## src/rtl/cste_pkg.sv

```systemverilog
// ----------------------------------------------------------------------------
// cste_pkg
// Types, constants and the arithmetic program of the spline evaluator.
// ----------------------------------------------------------------------------
package cste_pkg;

   localparam int MAX_POINTS = 256;
   localparam int FRAC_BITS  = 16;
   localparam int IDX_W      = $clog2(MAX_POINTS);
   localparam int CNT_W      = IDX_W + 1;
   localparam int KNOT_W     = 32;
   localparam int WIDE_W     = 64;
   localparam int PC_W       = 6;

   localparam logic [WIDE_W-1:0] SAT_LIM = 64'h4000_0000_0000_0000;

   typedef enum logic [2:0] {
      OP_ADD, OP_SUB, OP_MUL, OP_DIV16, OP_DIV0, OP_CHK, OP_END
   } op_type;

   typedef enum logic [3:0] {
      SRC_XQ, SRC_XLO, SRC_XHI, SRC_YLO, SRC_YHI, SRC_CLO, SRC_CHI, SRC_DX,
      SRC_NA, SRC_NB, SRC_SIX, SRC_T0, SRC_T1, SRC_T2, SRC_T3, SRC_Y
   } src_type;

   typedef struct packed {
      op_type  op;
      src_type a;
      src_type b;
      src_type dst;
   } instr_type;

   typedef struct packed {
      logic   start;
      op_type op;
   } alu_req_type;

   localparam logic [PC_W-1:0] PC_ABOVE  = 6'd0;
   localparam logic [PC_W-1:0] PC_BELOW  = 6'd11;
   localparam logic [PC_W-1:0] PC_INSIDE = 6'd22;

   function automatic instr_type prog_rom(input logic [PC_W-1:0] pc);
      instr_type r;
      case (pc)
         // tangent beyond the upper knot
         6'd0:  r = '{OP_SUB,   SRC_YHI, SRC_YLO, SRC_T0};
         6'd1:  r = '{OP_DIV16, SRC_T0,  SRC_DX,  SRC_T0};
         6'd2:  r = '{OP_ADD,   SRC_CHI, SRC_CHI, SRC_T1};
         6'd3:  r = '{OP_ADD,   SRC_T1,  SRC_CLO, SRC_T1};
         6'd4:  r = '{OP_MUL,   SRC_DX,  SRC_T1,  SRC_T1};
         6'd5:  r = '{OP_DIV0,  SRC_T1,  SRC_SIX, SRC_T1};
         6'd6:  r = '{OP_ADD,   SRC_T0,  SRC_T1,  SRC_T0};
         6'd7:  r = '{OP_SUB,   SRC_XQ,  SRC_XHI, SRC_T2};
         6'd8:  r = '{OP_MUL,   SRC_T0,  SRC_T2,  SRC_T2};
         6'd9:  r = '{OP_ADD,   SRC_YHI, SRC_T2,  SRC_Y};
         // tangent below the lower knot
         6'd11: r = '{OP_SUB,   SRC_YHI, SRC_YLO, SRC_T0};
         6'd12: r = '{OP_DIV16, SRC_T0,  SRC_DX,  SRC_T0};
         6'd13: r = '{OP_ADD,   SRC_CLO, SRC_CLO, SRC_T1};
         6'd14: r = '{OP_ADD,   SRC_T1,  SRC_CHI, SRC_T1};
         6'd15: r = '{OP_MUL,   SRC_DX,  SRC_T1,  SRC_T1};
         6'd16: r = '{OP_DIV0,  SRC_T1,  SRC_SIX, SRC_T1};
         6'd17: r = '{OP_SUB,   SRC_T0,  SRC_T1,  SRC_T0};
         6'd18: r = '{OP_SUB,   SRC_XQ,  SRC_XLO, SRC_T2};
         6'd19: r = '{OP_MUL,   SRC_T0,  SRC_T2,  SRC_T2};
         6'd20: r = '{OP_ADD,   SRC_YLO, SRC_T2,  SRC_Y};
         // inside the segment
         6'd22: r = '{OP_DIV16, SRC_NA,  SRC_DX,  SRC_T0};
         6'd23: r = '{OP_DIV16, SRC_NB,  SRC_DX,  SRC_T1};
         6'd24: r = '{OP_MUL,   SRC_T0,  SRC_YLO, SRC_T2};
         6'd25: r = '{OP_MUL,   SRC_T1,  SRC_YHI, SRC_T3};
         6'd26: r = '{OP_ADD,   SRC_T2,  SRC_T3,  SRC_Y};
         6'd27: r = '{OP_CHK,   SRC_T0,  SRC_T0,  SRC_T0};
         6'd28: r = '{OP_MUL,   SRC_T0,  SRC_T0,  SRC_T2};
         6'd29: r = '{OP_MUL,   SRC_T2,  SRC_T0,  SRC_T2};
         6'd30: r = '{OP_SUB,   SRC_T2,  SRC_T0,  SRC_T2};
         6'd31: r = '{OP_MUL,   SRC_T2,  SRC_CLO, SRC_T2};
         6'd32: r = '{OP_MUL,   SRC_T1,  SRC_T1,  SRC_T3};
         6'd33: r = '{OP_MUL,   SRC_T3,  SRC_T1,  SRC_T3};
         6'd34: r = '{OP_SUB,   SRC_T3,  SRC_T1,  SRC_T3};
         6'd35: r = '{OP_MUL,   SRC_T3,  SRC_CHI, SRC_T3};
         6'd36: r = '{OP_ADD,   SRC_T2,  SRC_T3,  SRC_T2};
         6'd37: r = '{OP_MUL,   SRC_DX,  SRC_DX,  SRC_T3};
         6'd38: r = '{OP_MUL,   SRC_T2,  SRC_T3,  SRC_T2};
         6'd39: r = '{OP_DIV0,  SRC_T2,  SRC_SIX, SRC_T2};
         6'd40: r = '{OP_ADD,   SRC_Y,   SRC_T2,  SRC_Y};
         default: r = '{OP_END, SRC_T0,  SRC_T0,  SRC_T0};
      endcase
      return r;
   endfunction

endpackage

```

## src/rtl/cste_alu.sv

```systemverilog
// ----------------------------------------------------------------------------
// cste_alu
// Shared arithmetic unit: add, subtract, rounded fixed-point multiply
// (four 32x32 partial products), a bit-serial rounded divide and a rounded
// divide by six through reciprocal multiplication on the same multiplier.
// ----------------------------------------------------------------------------
module cste_alu
   import cste_pkg::*;
(
   input  logic              clock,
   input  logic              reset,
   input  alu_req_type       req,
   input  logic [WIDE_W-1:0] a,
   input  logic [WIDE_W-1:0] b,
   output logic              done,
   output logic [WIDE_W-1:0] result
);

   typedef enum logic [1:0] {A_IDLE, A_MUL, A_MULFIN, A_DIV} alu_state_type;

   localparam int ACC_W = 126;
   localparam int MAG_W = 63;
   // ceil(2^65 / 6): exact floor(v / 6) for v below 2^63
   localparam logic [MAG_W-1:0] RECIP6   = 63'h5555_5555_5555_5556;
   localparam int               RECIP_SH = 65;

   alu_state_type     state_ff;
   logic              done_ff;
   logic [WIDE_W-1:0] result_ff;
   logic              neg_ff;
   logic              div6_ff;
   logic [MAG_W-1:0]  ua_ff, ub_ff;
   logic [2:0]        step_ff;
   logic [63:0]       pp_ff;
   logic [ACC_W-1:0]  acc_ff;
   logic [MAG_W-1:0]  q_ff;
   logic [WIDE_W-1:0] rem_ff;
   logic [5:0]        cnt_ff;

   logic [WIDE_W-1:0] ma, mb, uac, ubc, lim, unc, unsh, num;
   logic [31:0]       pa, pb;
   logic [63:0]       prod;
   logic [ACC_W-1:0]  pp_shift, rnd, res_w;
   logic [WIDE_W-1:0] res64, q6;
   logic [WIDE_W-1:0] rem_sh, rem_nx;
   logic              qbit;
   logic [MAG_W-1:0]  q_nx;

   always_comb begin
      ma   = a[WIDE_W-1] ? (~a + 64'd1) : a;
      mb   = b[WIDE_W-1] ? (~b + 64'd1) : b;
      uac  = (ma > SAT_LIM) ? SAT_LIM : ma;
      ubc  = (mb > SAT_LIM) ? SAT_LIM : mb;
      lim  = (req.op == OP_DIV16) ? (SAT_LIM >> FRAC_BITS) : SAT_LIM;
      unc  = (ma > lim) ? lim : ma;
      unsh = (req.op == OP_DIV16) ? (unc << FRAC_BITS) : unc;
      num  = unsh + (ubc >> 1);

      case (step_ff)
         3'd0:    begin pa = ua_ff[31:0];                 pb = ub_ff[31:0]; end
         3'd1:    begin pa = ua_ff[31:0];                 pb = {1'b0, ub_ff[62:32]}; end
         3'd2:    begin pa = {1'b0, ua_ff[62:32]};        pb = ub_ff[31:0]; end
         default: begin pa = {1'b0, ua_ff[62:32]};        pb = {1'b0, ub_ff[62:32]}; end
      endcase
      prod = pa * pb;

      // weight of the partial product taken in the previous step
      case (step_ff)
         3'd1:    pp_shift = {62'd0, pp_ff};
         3'd2,
         3'd3:    pp_shift = {30'd0, pp_ff, 32'd0};
         default: pp_shift = {pp_ff[61:0], 64'd0};
      endcase

      rnd   = acc_ff + (126'd1 << (FRAC_BITS - 1));
      res_w = rnd >> FRAC_BITS;
      res64 = (res_w > {62'd0, SAT_LIM}) ? SAT_LIM : res_w[WIDE_W-1:0];
      q6    = {3'd0, acc_ff[ACC_W-1:RECIP_SH]};

      rem_sh = {rem_ff[WIDE_W-2:0], q_ff[MAG_W-1]};
      qbit   = rem_sh >= {1'b0, ub_ff};
      rem_nx = qbit ? (rem_sh - {1'b0, ub_ff}) : rem_sh;
      q_nx   = {q_ff[MAG_W-2:0], qbit};
   end

   always_ff @(posedge clock) begin
      if (reset) begin
         state_ff <= A_IDLE;
         done_ff  <= 1'b0;
      end else begin
         done_ff <= 1'b0;
         case (state_ff)
            A_IDLE: begin
               if (req.start) begin
                  neg_ff <= a[WIDE_W-1] ^ b[WIDE_W-1];
                  case (req.op)
                     OP_ADD: begin
                        result_ff <= a + b;
                        done_ff   <= 1'b1;
                     end
                     OP_SUB: begin
                        result_ff <= a - b;
                        done_ff   <= 1'b1;
                     end
                     OP_MUL: begin
                        ua_ff    <= uac[MAG_W-1:0];
                        ub_ff    <= ubc[MAG_W-1:0];
                        acc_ff   <= '0;
                        step_ff  <= 3'd0;
                        div6_ff  <= 1'b0;
                        state_ff <= A_MUL;
                     end
                     // divisor is the constant six: rounded numerator times reciprocal
                     OP_DIV0: begin
                        ua_ff    <= num[MAG_W-1:0];
                        ub_ff    <= RECIP6;
                        acc_ff   <= '0;
                        step_ff  <= 3'd0;
                        div6_ff  <= 1'b1;
                        state_ff <= A_MUL;
                     end
                     OP_DIV16: begin
                        if (ubc == '0) begin
                           result_ff <= '0;
                           done_ff   <= 1'b1;
                        end else begin
                           ub_ff    <= ubc[MAG_W-1:0];
                           q_ff     <= num[MAG_W-1:0];
                           rem_ff   <= '0;
                           cnt_ff   <= '0;
                           state_ff <= A_DIV;
                        end
                     end
                     default: begin
                        result_ff <= '0;
                        done_ff   <= 1'b1;
                     end
                  endcase
               end
            end
            A_MUL: begin
               if (step_ff != 3'd4) begin
                  pp_ff <= prod;
               end
               if (step_ff != 3'd0) begin
                  acc_ff <= acc_ff + pp_shift;
               end
               if (step_ff == 3'd4) begin
                  state_ff <= A_MULFIN;
               end
               step_ff <= step_ff + 3'd1;
            end
            A_MULFIN: begin
               if (div6_ff) begin
                  result_ff <= neg_ff ? (~q6 + 64'd1) : q6;
               end else begin
                  result_ff <= neg_ff ? (~res64 + 64'd1) : res64;
               end
               done_ff   <= 1'b1;
               state_ff  <= A_IDLE;
            end
            A_DIV: begin
               rem_ff <= rem_nx;
               q_ff   <= q_nx;
               cnt_ff <= cnt_ff + 6'd1;
               if (cnt_ff == 6'(MAG_W - 1)) begin
                  result_ff <= neg_ff ? (~{1'b0, q_nx} + 64'd1) : {1'b0, q_nx};
                  done_ff   <= 1'b1;
                  state_ff  <= A_IDLE;
               end
            end
            default: state_ff <= A_IDLE;
         endcase
      end
   end

   assign done   = done_ff;
   assign result = result_ff;

endmodule

```

## config.mk

```make
export PLATFORM = sky130hd
export DESIGN_NAME = cste_alu
export DESIGN_NICKNAME = d
export VERILOG_FILES = /design/src/rtl/cste_pkg.sv /design/src/rtl/cste_alu.sv
export SDC_FILE = /design/constraint.sdc
export NUM_CORES = 2
export LEC_CHECK = 0
export ABC_CLOCK_PERIOD_IN_PS = 28000
export BUFFER_PORTS_ARGS = -buffer_cell sky130_fd_sc_hd__buf_4
export CORE_UTILIZATION = 60
export DETAILED_ROUTE_END_ITERATION = 8
export PLACE_DENSITY = 0.77
export SLEW_MARGIN = 20
export SYNTH_ARGS = -nofsm -noshare
export SYNTH_HDL_FRONTEND = slang
export SYNTH_SLANG_ARGS = --single-unit
```

## constraint.sdc

```tcl
create_clock -name clock -period 28 [get_ports clock]
set_input_delay 4.2 -clock clock [delete_from_list [all_inputs] [get_ports clock]]
set_output_delay 4.2 -clock clock [all_outputs]
set_load 0.05 [all_outputs]
```

==> results.json <==
{
  "violations": "DRC",
  "cpMostUsedCell": "o21ai_0",
  "timing.final.crit_share_pct": 48.6,
  "fin_crit_ns": 13.62,
  "areaGrowthSynthToFinish_pct": 6.54,
  "grt_max_degree": 181,
  "vias_per_cell": 6.77,
  "yosys_register_bits": 520,
  "layout_common_cells": "nor2_1 (1341), nand2_1 (1193), inv_1 (1128)",
  "yosysWarnings": 0,
  "rrSetupSlack_ns": 15.54,
  "worst_pin_slew_ns": 1.32,
  "gp_congestion": 1.09,
  "critPathCaptureType": "flip-flop",
  "final_common_cell": "nor2_1",
  "grt-ovfl-total": 0,
  "clkSlewWorstSetupHoldPaths_ns": 0.07,
  "r2r_end": "pp_ff[63]",
  "hold-path-endpoint": "rem_ff[25]",
  "holdBufCountCts": 0,
  "hold-path-cell-count": 2,
  "hp-class": "reg -> reg",
  "synth.distinct_cells": 96,
  "vias": 82700,
  "cts_resized": 0,
  "start_util_pct": 60.8,
  "placed_cells": 12100,
  "grt_pass1_vias": 80000,
  "drc": 91,
  "setup_viol": 0,
  "cts-buffers-inserted": 61,
  "postRouteAntennaNets": 0,
  "grt_pass1_wl_mm": 527,
  "finalSetupTns_ns": 0,
  "async_flop_share_pct": 0,
  "holdCritStartpoint": "rem_ff[24]",
  "drv_slew": 0,
  "cap_viol_max_count": 0,
  "cp-start-kind": "primary input",
  "drt_iter0_drc": 11900,
  "utilization_pct": 64.8,
  "worstReg2RegStart": "step_ff[0]",
  "synth_area_sq_mm": 0.0853,
  "fmax_mhz": 73.4,
  "final_net_count": 11900,
  "max_stage_delay_ns": 0.77,
  "hold_violations": 0,
  "ios": 199,
  "grt_usage_pct": 50.6,
  "worstSkewPairLatency_ns": 0.75,
  "crit_path_max_fanout": 59,
  "ys_seq_area_share_pct": 18.3,
  "synthXorXnorAreaFrac_pct": 8.04,
  "clock_sinks": 520,
  "run_status": "finished, violations left",
  "worst_path_max_delay_cell": "nor4b_2",
  "rsz0062_at_grt": "false",
  "synth.avg_cell_area_sq_um": 8.20,
  "skew_ns": 0.0786,
  "dieArea_sq_mm": 0.144,
  "io_buffer_count": 198,
  "crit_type": "in -> reg",
  "clockRootBuffer": "clkbuf_16",
  "r2r_cells": 37,
  "wirelength_mm": 367,
  "layout-drive-gt1-share_pct": 6.08,
  "crit_arrival_ns": 14.03,
  "muxShareOfSynthArea_pct": 0.691,
  "synth_top_family_by_area": "adder cells",
  "synth_edf_count": 517,
  "core_area_sq_mm": 0.140,
  "final_cells": 12200,
  "cts_buffer_depth": 3,
  "post-dp-hpwl_mm": 286,
  "netlist_instances": 10400,
  "avgRoutedWirePerCell_um": 30.1,
  "syn_nets": 12000,
  "cts_tree": "yes",
  "synthSimpleGateAreaFrac_pct": 19.7,
  "htreeDepth": 2,
  "die_x_um": 379,
  "cts_setup_buffers": 0,
  "fillCellCount": 11700,
  "crit_required_ns": 28.41,
  "yosys.area_share.adder_pct": 29.8,
  "synthFlopType": "edfxtp_1",
  "slew_headroom_pct": 12.2,
  "synth-compound-area-share_pct": 15.9,
  "antenna_found_initial": 32,
  "rows": 137,
  "first_pass_iters": 9,
  "die_h_um": 379
}
-- per-layer routing --
metal	vias to the layer above	GRT usage (%)	wire length (um)	share of wire, %
met2	6675	72.0	148000	40
li1	34900	-	-	-
met4	38	41.5	38600	11
met3	1785	20.6	56300	15
met1	39300	59.4	123000	34
met5	-	2.81	617	0.17
-- cell families after synthesis --
group	count (synthesis)
simple gates	3713
xor+xnor	783
compound gates	2126
mux	58
flops	520
fa+ha+maj	1493
buf+inv	1712
-- critical path, delay by kind of cell --
kind	cells	cell delay, ns
compound gates	15	3.52
xor+xnor	1	0.18
fa+ha+maj	2	0.66
buf+inv	3	1.10
simple gates	13	4.32
-- synthesized netlist by cell type (all sizes together), types with 73 or more instances --
cell	number	area, sq um
a211oi	91	683
a21o	301	2260
a21oi	548	2750
and2	87	544
and3	95	594
clkbuf	531	1990
edfxtp	517	15500
fa	900	18000
ha	593	7420
inv	1129	4240
nand2	1195	4490
nand2b	82	513
nand3	216	1090
nand4	140	876
nor2	1345	5050
nor3	126	631
nor4	73	457
o21ai	499	2500
o22ai	74	463
o31ai	115	877
or3	93	587
xnor2	369	3230
xor2	414	3630
-- worst max-delay path by stage --
stage,to,slack (ns),start,depth (start not counted)
detailed placement,ua_ff[60],13.89,b[18],34
CTS,ua_ff[60],14.55,b[18],34
finish,ua_ff[60],14.38,b[7],34
floorplan,cnt_ff[0],13.15,b[18],15
global placement,ua_ff[60],13.94,b[18],34
global route,q_ff[60],13.78,b[7],34
-- through the flow --
step,hold WS (ns),instance area [sq um],worst slack [ns]
after global routing,0.623,90800,13.78
final,0.597,90900,14.38
after global placement,0.567,88700,13.94
after CTS,0.594,90800,14.55
after detailed placement,0.584,88700,13.89
after floorplan,0.546,85300,13.15
-- flip-flops by register name, indices dropped and copies added, names as in the netlist --
signal    count
acc_ff      126
cnt_ff        6
div6_ff       1
done          1
neg_ff        1
pp_ff        64
q_ff         63
rem_ff       63
result       64
state_ff      2
step_ff       3
ua_ff        63
ub_ff        63
-- layout make-up --
class | instances | area [sq um] | share of cell area [%]
diodes | 22 | 55.1 | 0.0606
multi-input cells | 8173 | 63700 | 70.1
clock inverters | 49 | 552 | 0.607
repair buffers | 381 | 2870 | 3.16
well taps | 1876 | 2350 | 2.58
inverters | 1131 | 4250 | 4.67
flip-flops and latches | 520 | 15600 | 17.2
clock buffers | 66 | 1550 | 1.70
Power is left out: the tool's default activity adds up to more than one toggle a clock period on the data nets, which glitch-free logic cannot reach.
